[config.mk]
export PLATFORM = sky130hd
export DESIGN_NAME = ir_pulse_distance_transmitter_core
export DESIGN_NICKNAME = d
export VERILOG_FILES = /design/src/hdl/ipdt_pkg.sv /design/src/hdl/ipdt_csr.sv /design/src/hdl/ipdt_seq.sv /design/src/hdl/ir_pulse_distance_transmitter_core.sv
export SDC_FILE = /design/constraint.sdc
export NUM_CORES = 1
export LEC_CHECK = 0
export ABC_AREA = 1
export BUFFER_PORTS_ARGS = -buffer_cell sky130_fd_sc_hd__buf_4
export CAP_MARGIN = 10
export CORE_MARGIN = 1.5
export CORE_UTILIZATION = 43
export DETAILED_ROUTE_END_ITERATION = 10
export SLEW_MARGIN = 20
export SYNTH_ARGS = -nofsm -noshare
export SYNTH_HDL_FRONTEND = slang
export SYNTH_SLANG_ARGS = --single-unit
export TNS_END_PERCENT = 50
[constraint.sdc]
create_clock -name clock -period 6.9 [get_ports clock]
set_input_delay 0.345 -clock clock [delete_from_list [all_inputs] [get_ports clock]]
set_output_delay 0.345 -clock clock [all_outputs]
set_load 0.05 [all_outputs]
[src/hdl/ipdt_pkg.sv]
`timescale 1ns / 1ps
// ---------------------------------------------------------------------------
// ipdt_pkg
// Types and constants shared by the pulse-distance IR transmitter core.
// ---------------------------------------------------------------------------
package ipdt_pkg;

   localparam int DUR_W  = 16;
   localparam int CNT_W  = 6;
   localparam int IDX_W  = 3;

   localparam logic [CNT_W-1:0] FRAME_BITS = 6'd32;

   // register indexes
   localparam logic [IDX_W-1:0] REG_LEADER_MARK  = 3'd0;
   localparam logic [IDX_W-1:0] REG_LEADER_SPACE = 3'd1;
   localparam logic [IDX_W-1:0] REG_BIT_MARK     = 3'd2;
   localparam logic [IDX_W-1:0] REG_ONE_SPACE    = 3'd3;
   localparam logic [IDX_W-1:0] REG_ZERO_SPACE   = 3'd4;
   localparam logic [IDX_W-1:0] REG_STOP         = 3'd5;

   // register reset values, in 1 us ticks
   localparam logic [DUR_W-1:0] RST_LEADER_MARK  = 16'd9000;
   localparam logic [DUR_W-1:0] RST_LEADER_SPACE = 16'd4500;
   localparam logic [DUR_W-1:0] RST_BIT_MARK     = 16'd560;
   localparam logic [DUR_W-1:0] RST_ONE_SPACE    = 16'd1680;
   localparam logic [DUR_W-1:0] RST_ZERO_SPACE   = 16'd560;
   localparam logic [DUR_W-1:0] RST_STOP         = 16'd300;

   localparam logic FUNC_TICK = 1'b0;
   localparam logic FUNC_SEND = 1'b1;

   typedef enum logic [6:0] {
      PH_IDLE        = 7'b0000001,
      PH_LEAD_MARK   = 7'b0000010,
      PH_LEAD_SPACE  = 7'b0000100,
      PH_BIT_MARK    = 7'b0001000,
      PH_BIT_SPACE   = 7'b0010000,
      PH_STOP_MARK   = 7'b0100000,
      PH_STOP_SPACE  = 7'b1000000
   } phase_type;

   typedef struct packed {
      logic       func;
      logic [7:0] cmd_value;
      logic [7:0] dev_addr;
   } req_type;

   typedef struct packed {
      logic carrier_on;
      logic busy_res;
      logic accepted;
      logic frame_done;
   } rsp_type;

   typedef struct packed {
      logic [DUR_W-1:0] leader_mark_us;
      logic [DUR_W-1:0] leader_space_us;
      logic [DUR_W-1:0] bit_mark_us;
      logic [DUR_W-1:0] one_space_us;
      logic [DUR_W-1:0] zero_space_us;
      logic [DUR_W-1:0] stop_us;
   } cfg_type;

   // a programmed zero lasts one tick
   function automatic logic [DUR_W-1:0] dur(input logic [DUR_W-1:0] v);
      dur = (v == '0) ? {{(DUR_W-1){1'b0}}, 1'b1} : v;
   endfunction

endpackage

[src/hdl/ipdt_csr.sv]
`timescale 1ns / 1ps
// ---------------------------------------------------------------------------
// ipdt_csr
// Duration registers; writes to unused indexes are dropped.
// ---------------------------------------------------------------------------
module ipdt_csr
   import ipdt_pkg::*;
(
   input  logic             clock,
   input  logic             reset,
   input  logic             csr_valid,
   input  logic [IDX_W-1:0] csr_index,
   input  logic [DUR_W-1:0] csr_wdata,
   output cfg_type          cfg
);

   cfg_type cfg_ff;
   cfg_type cfg_in;

   always_comb begin
      cfg_in = cfg_ff;
      if (csr_valid) begin
         case (csr_index)
            REG_LEADER_MARK:  cfg_in.leader_mark_us  = csr_wdata;
            REG_LEADER_SPACE: cfg_in.leader_space_us = csr_wdata;
            REG_BIT_MARK:     cfg_in.bit_mark_us     = csr_wdata;
            REG_ONE_SPACE:    cfg_in.one_space_us    = csr_wdata;
            REG_ZERO_SPACE:   cfg_in.zero_space_us   = csr_wdata;
            REG_STOP:         cfg_in.stop_us         = csr_wdata;
            default:          cfg_in = cfg_ff;
         endcase
      end
   end

   always_ff @(posedge clock) begin
      if (reset) begin
         cfg_ff.leader_mark_us  <= RST_LEADER_MARK;
         cfg_ff.leader_space_us <= RST_LEADER_SPACE;
         cfg_ff.bit_mark_us     <= RST_BIT_MARK;
         cfg_ff.one_space_us    <= RST_ONE_SPACE;
         cfg_ff.zero_space_us   <= RST_ZERO_SPACE;
         cfg_ff.stop_us         <= RST_STOP;
      end else begin
         cfg_ff <= cfg_in;
      end
   end

   assign cfg = cfg_ff;

endmodule

[src/hdl/ipdt_seq.sv]
`timescale 1ns / 1ps
// ---------------------------------------------------------------------------
// ipdt_seq
// Frame sequencer: phase, tick countdown, data shifter and bit count.
// ---------------------------------------------------------------------------
module ipdt_seq
   import ipdt_pkg::*;
(
   input  logic    clock,
   input  logic    reset,
   input  logic    step,
   input  req_type item,
   input  cfg_type cfg,
   output rsp_type result
);

   phase_type        phase_ff,  phase_in;
   logic [DUR_W-1:0] remain_ff, remain_in;
   logic [31:0]      shift_ff,  shift_in;
   logic [CNT_W-1:0] bits_ff,   bits_in;
   logic [CNT_W-1:0] bits_dec;

   always_comb begin
      phase_in  = phase_ff;
      remain_in = remain_ff;
      shift_in  = shift_ff;
      bits_in   = bits_ff;
      bits_dec  = (bits_ff != '0) ? bits_ff - 1'b1 : bits_ff;
      result    = '0;
      if (item.func == FUNC_SEND) begin
         result.busy_res = 1'b1;
         if (phase_ff == PH_IDLE) begin
            shift_in = {item.cmd_value, ~item.cmd_value, item.dev_addr, ~item.dev_addr};
            bits_in  = FRAME_BITS;
            phase_in  = PH_LEAD_MARK;
            remain_in = dur(cfg.leader_mark_us);
            result.accepted = 1'b1;
         end
      end else if (phase_ff != PH_IDLE) begin
         result.busy_res   = 1'b1;
         result.carrier_on = (phase_ff == PH_LEAD_MARK) || (phase_ff == PH_BIT_MARK) ||
                             (phase_ff == PH_STOP_MARK);
         if (remain_ff > {{(DUR_W-1){1'b0}}, 1'b1}) begin
            remain_in = remain_ff - 1'b1;
         end else begin
            case (phase_ff)
               PH_LEAD_MARK: begin
                  phase_in  = PH_LEAD_SPACE;
                  remain_in = dur(cfg.leader_space_us);
               end
               PH_LEAD_SPACE: begin
                  phase_in  = PH_BIT_MARK;
                  remain_in = dur(cfg.bit_mark_us);
               end
               PH_BIT_MARK: begin
                  phase_in  = PH_BIT_SPACE;
                  remain_in = shift_ff[31] ? dur(cfg.one_space_us) : dur(cfg.zero_space_us);
               end
               PH_BIT_SPACE: begin
                  shift_in = {shift_ff[30:0], 1'b0};
                  bits_in  = bits_dec;
                  if (bits_dec == '0) begin
                     phase_in  = PH_STOP_MARK;
                     remain_in = dur(cfg.stop_us);
                  end else begin
                     phase_in  = PH_BIT_MARK;
                     remain_in = dur(cfg.bit_mark_us);
                  end
               end
               PH_STOP_MARK: begin
                  phase_in  = PH_STOP_SPACE;
                  remain_in = dur(cfg.stop_us);
               end
               default: begin
                  phase_in          = PH_IDLE;
                  remain_in         = '0;
                  result.frame_done = 1'b1;
               end
            endcase
         end
      end
   end

   always_ff @(posedge clock) begin
      if (reset) begin
         phase_ff  <= PH_IDLE;
         remain_ff <= '0;
         shift_ff  <= '0;
         bits_ff   <= '0;
      end else if (step) begin
         phase_ff  <= phase_in;
         remain_ff <= remain_in;
         shift_ff  <= shift_in;
         bits_ff   <= bits_in;
      end
   end

endmodule

[src/hdl/ir_pulse_distance_transmitter_core.sv]
`timescale 1ns / 1ps
// ---------------------------------------------------------------------------
// ir_pulse_distance_transmitter_core
// Pulse-distance (NEC-style) IR frame transmitter, one beat per 1 us tick.
// ---------------------------------------------------------------------------
// Usage:
//   req_* : beats of kind tick (func=0) or send (func=1, cmd_value, dev_addr).
//           A send while idle loads a frame; while busy it is ignored.
//   rsp_* : exactly one result beat per request beat, in order, giving
//           carrier_on, busy_res, accepted and frame_done for that beat.
//   csr_* : six 16-bit duration registers, index 0..5; csr_ready is always
//           high, other indexes are dropped. Write only while idle.
// Throughput: one beat per cycle while rsp_stall is low. A taken beat passes
//   through the input register, then the result register, before rsp_*.
// Stall: when rsp_stall holds the result register full, the input register
//   holds too and req_stall rises; the sequencer state advances only when
//   a beat moves from the input register into the result register.
// Reset: synchronous; both stages empty, sequencer idle, registers at their
//   default NEC timings.
// ---------------------------------------------------------------------------
module ir_pulse_distance_transmitter_core
   import ipdt_pkg::*;
(
   input  logic             clock,
   input  logic             reset,
   input  logic             req_valid,
   output logic             req_stall,
   input  req_type          req_payload,
   output logic             rsp_valid,
   input  logic             rsp_stall,
   output rsp_type          rsp_payload,
   input  logic             csr_valid,
   output logic             csr_ready,
   input  logic [IDX_W-1:0] csr_index,
   input  logic [DUR_W-1:0] csr_wdata
);

   cfg_type cfg;
   rsp_type seq_result;

   logic    in_valid_ff;
   req_type in_item_ff;
   logic    out_valid_ff;
   rsp_type out_item_ff;
   logic    advance;
   logic    take;

   // input register moves on when the result slot is free or being drained
   assign advance   = in_valid_ff && (!out_valid_ff || !rsp_stall);
   assign req_stall = in_valid_ff && !advance;
   assign take      = req_valid && !req_stall;
   assign csr_ready = 1'b1;

   ipdt_csr u_csr (
      .clock     (clock),
      .reset     (reset),
      .csr_valid (csr_valid && csr_ready),
      .csr_index (csr_index),
      .csr_wdata (csr_wdata),
      .cfg       (cfg)
   );

   ipdt_seq u_seq (
      .clock  (clock),
      .reset  (reset),
      .step   (advance),
      .item   (in_item_ff),
      .cfg    (cfg),
      .result (seq_result)
   );

   always_ff @(posedge clock) begin
      if (reset) begin
         in_valid_ff  <= 1'b0;
         out_valid_ff <= 1'b0;
      end else begin
         if (take) begin
            in_valid_ff <= 1'b1;
         end else if (advance) begin
            in_valid_ff <= 1'b0;
         end
         if (advance) begin
            out_valid_ff <= 1'b1;
         end else if (!rsp_stall) begin
            out_valid_ff <= 1'b0;
         end
      end
   end

   // payload registers
   always_ff @(posedge clock) begin
      if (take) begin
         in_item_ff <= req_payload;
      end
      if (advance) begin
         out_item_ff <= seq_result;
      end
   end

   assign rsp_valid   = out_valid_ff;
   assign rsp_payload = out_item_ff;

   // frame end is a busy, dark tick
   a_done_dark: assert property (@(posedge clock) disable iff (reset)
      rsp_valid && rsp_payload.frame_done |-> rsp_payload.busy_res && !rsp_payload.carrier_on)
      else $error("frame_done with carrier or without busy");

   // a taken send reports busy and no carrier
   a_acc_busy: assert property (@(posedge clock) disable iff (reset)
      rsp_valid && rsp_payload.accepted |-> rsp_payload.busy_res && !rsp_payload.carrier_on)
      else $error("accepted send not reported busy");

   a_carrier_busy: assert property (@(posedge clock) disable iff (reset)
      rsp_valid && rsp_payload.carrier_on |-> rsp_payload.busy_res)
      else $error("carrier on while idle");

   // every beat leaving the input register lands in the result register
   a_advance_out: assert property (@(posedge clock) disable iff (reset)
      advance |=> rsp_valid)
      else $error("result lost after advance");

endmodule
==> flow_metrics.py <==
metrics = {
    "cts": {
        "clock_latency_ns": 0.44,
        "post_cts_buffers": 0,
        "cts_buffers": 17,
        "path_clk_slew_ns": 0.07,
        "cts_max_level": 4,
        "post_cts_resized": 0,
        "numClockSinks": 180,
        "cts_tree": "done",
        "cts-root-buf": "clkbuf_16",
        "clockBufferDepth": 2,
        "cts_hold_buf": 0,
    },
    "sta": {
        "rsz0062_at_grt": "false",
        "slew-limit-headroom_pct": 41.4,
        "max_slew.worst_pin.slew_ns": 0.876,
        "fin_tns_setup_ns": 0,
        "fin_crit_sh_pct": 56.4,
        "slew_viol_final": 0,
        "clock_skew_ns": 0.00877,
        "setup_viol": 0,
        "hold_viol": 0,
        "max_freq_mhz": 257,
        "min_period_ns": 3.89,
    },
    "logic_synthesis": {
        "yosysTopAreaCellShare_pct": 38.8,
        "synth_fa_ha_area_share_pct": 0.762,
        "synth_cell_types": 41,
        "synth_edf_count": 21,
        "synthArstFlopShare_pct": 0,
        "synth_compound_gate_area_share_pct": 20.6,
        "synthMuxAreaShare_pct": 0,
        "synthTopCellsByCount": "178 x nand2_1, 159 x dfxtp_1, 157 x nor2_1, 157 x o21ai_0, 122 x inv_1",
        "synth_fp_nets": 1177,
        "synth-simple-area-share_pct": 23.1,
        "synth_seq_cells": 180,
        "synth_sequential_area_ratio_pct": 46.4,
        "synth_flop_cell": "dfxtp_1",
        "netlist_instances": 1131,
        "synthTopCellsByArea": "dfxtp_1 39%, o21ai_0 9.6%, nand2_1 8.1%, edfxtp_1 7.7%, nor2_1 7.2%",
        "synth_top_family_by_area": "simple AND/OR/NAND/NOR gates",
        "ys.warnings.count": 0,
        "yosysMostFrequentCell": "nand2_1",
        "syn_avg_cell_area_sq_um": 7.26,
        "synthXorXnorAreaFrac_pct": 0.533,
        "yosysTopAreaCell": "dfxtp_1",
        "syn_area_sq_um": 8210,
    },
    "placement": {
        "portBuffers": 46,
        "hpwlAfterDp_microns": 15700,
        "dpl_cell_area_sq_um": 8690,
        "place_congestion": 0.886,
    },
    "routing": {
        "drcViolationCount": 0,
        "wl_microns": 22900,
        "drt_iter0_markers": 681,
        "via_per_inst": 5.42,
        "routedWlPerCell_microns": 16.4,
        "dr_total_vias": 7577,
        "drtAntennaViolNets": 0,
        "firstDrtPassIters": 7,
    },
    "run": {
        "drv_cap": 0,
    },
    "power": {
        "vdd_drop_max_mv": 0.174,
        "p_leak_nw": 3.83,
        "p_per_area_nw_per_um2": 257,
    },
    "floorplanning": {
        "dieArea_sq_um": 19900,
        "die_w_microns": 141,
        "row_count": 50,
        "start_util_pct": 43.9,
        "die_h_microns": 141,
        "ios": 48,
        "core_sq_um": 18700,
    },
    "cells_and_area": {
        "layout-drive-gt1-share_pct": 9.11,
        "nets": 1197,
        "areaGrowthSynthToFinish_pct": 13.1,
        "nFillCells": 1877,
        "diodes": 0,
        "final_cell_area_sq_um": 9290,
    },
    "setup_path": {
        "path_max_fanout": 19,
        "start_kind": "flop",
        "cp.required_ns": 7.28,
        "arrival_ns": 4.27,
        "cp-end-kind": "flop",
        "crit_type": "reg -> reg",
    },
    "run_status": {
        "status": "completed",
    },
    "grt": {
        "grt_pass1_vias": 6731,
        "antenna_found_initial": 0,
        "grt_max_degree": 124,
        "grt_first_pass_wirelength_microns": 36200,
        "grt_overflow": 0,
        "grt_usage_pct": 23.4,
    },
    "hold_path": {
        "min_path_type": "in -> reg",
    },
}
## state kept, by name, indices dropped and copies added, names as in the netlist
signal           flops
in_item_ff          17
in_valid_ff          1
rsp_payload          4
rsp_valid            1
u_csr.cfg           96
u_seq.bits_ff        6
u_seq.phase_ff       7
u_seq.remain_ff     16
u_seq.shift_ff      32
## cell usage in the layout, fill, tap and decap left out, drive strengths merged, types with 6 or more instances in the layout
cell type / Yosys / final
nor2: 165 / 165
a31oi: 19 / 19
o211ai: 10 / 10
clkbuf: 42 / 17
edfxtp: 21 / 21
nand2: 183 / 183
dfxtp: 159 / 159
inv: 123 / 128
nor4: 24 / 24
nand4: 13 / 13
a21oi: 104 / 104
nand3: 52 / 52
clkinv: 3 / 6
buf: 11 / 54
o21ai: 174 / 174
## path summary, 6_finish.rpt
| path | slack (ns) | startpoint | end | cells after the start |
|---|---|---|---|---|
| max | 3.01 | u_seq.phase_ff[4] | u_seq.phase_ff[5] | 11 |
| min | 0.08 | req_payload[14] | in_item_ff[14] | 1 |
| max reg2reg | 3.01 | u_seq.phase_ff[4] | u_seq.phase_ff[5] | 11 |
| min reg2reg | 0.47 | u_seq.phase_ff[4] | u_seq.phase_ff[4] | 2 |
## metrics by stage
step / hold WS (ns) / instances / total power [mW] / worst slack, ns / utilization, %
after global routing: 0.0633 / 1398 / 2.47 / 2.60 / 49.7
after global placement: 0.452 / 1366 / 1.41 / 3.13 / 46.4
after detailed placement: 0.456 / 1366 / 1.41 / 2.99 / 46.4
final: 0.0764 / 1398 / 2.39 / 3.01 / 49.7
after CTS: 0.0631 / 1398 / 2.39 / 2.99 / 49.6
after floorplan: 0.433 / 1131 / 1.33 / 4.42 / -
## where the power goes
group / switching (mW) / leakage, nW / internal (mW)
logic: 0.176 / 2.05 / 0.0865
clock network: 0.450 / 0.277 / 0.544
registers: 0.0290 / 1.50 / 1.10
## logic make-up after synthesis
| logic type | after synthesis |
|---|---|
| flip-flops | 180 |
| adder cells (fa/ha/maj) | 5 |
| other | 1 |
| AO/OA/AOI/OAI | 319 |
| AND/OR/NAND/NOR | 442 |
| XOR/XNOR | 5 |
| buffers and inverters | 179 |
## final cells by class
cell class	instances	area, sq um	share of cell area (%)
repair buffers	54	409	4.40
well taps	234	293	3.15
multi-input cells	772	3700	39.9
clock buffers	17	425	4.58
clock inverters	15	173	1.86
inverters	126	474	5.10
flip-flops and latches	180	3810	41.1
## metal layers
layer	global-route usage, %	routed length, microns	share of wire (%)
met3	3.63	1370	6.0
met4	6.96	345	1.5
met1	33.6	10900	48
met5	0	0	0
met2	36.4	10300	45
## worst max-delay path, cell delays in order, from the launching register on
cell       delay (ns)
dfxtp_1          0.31
inv_1            0.14
nand3_1          0.14
nor4_1           0.43
inv_1            0.13
ha_1             0.31
nor2_2           0.64
clkinv_1         0.62
nor2_1           0.75
inv_1            0.13
a2bb2oi_1        0.16
nor2_1           0.08
Note: power is estimated with default switching activity, not from simulation.
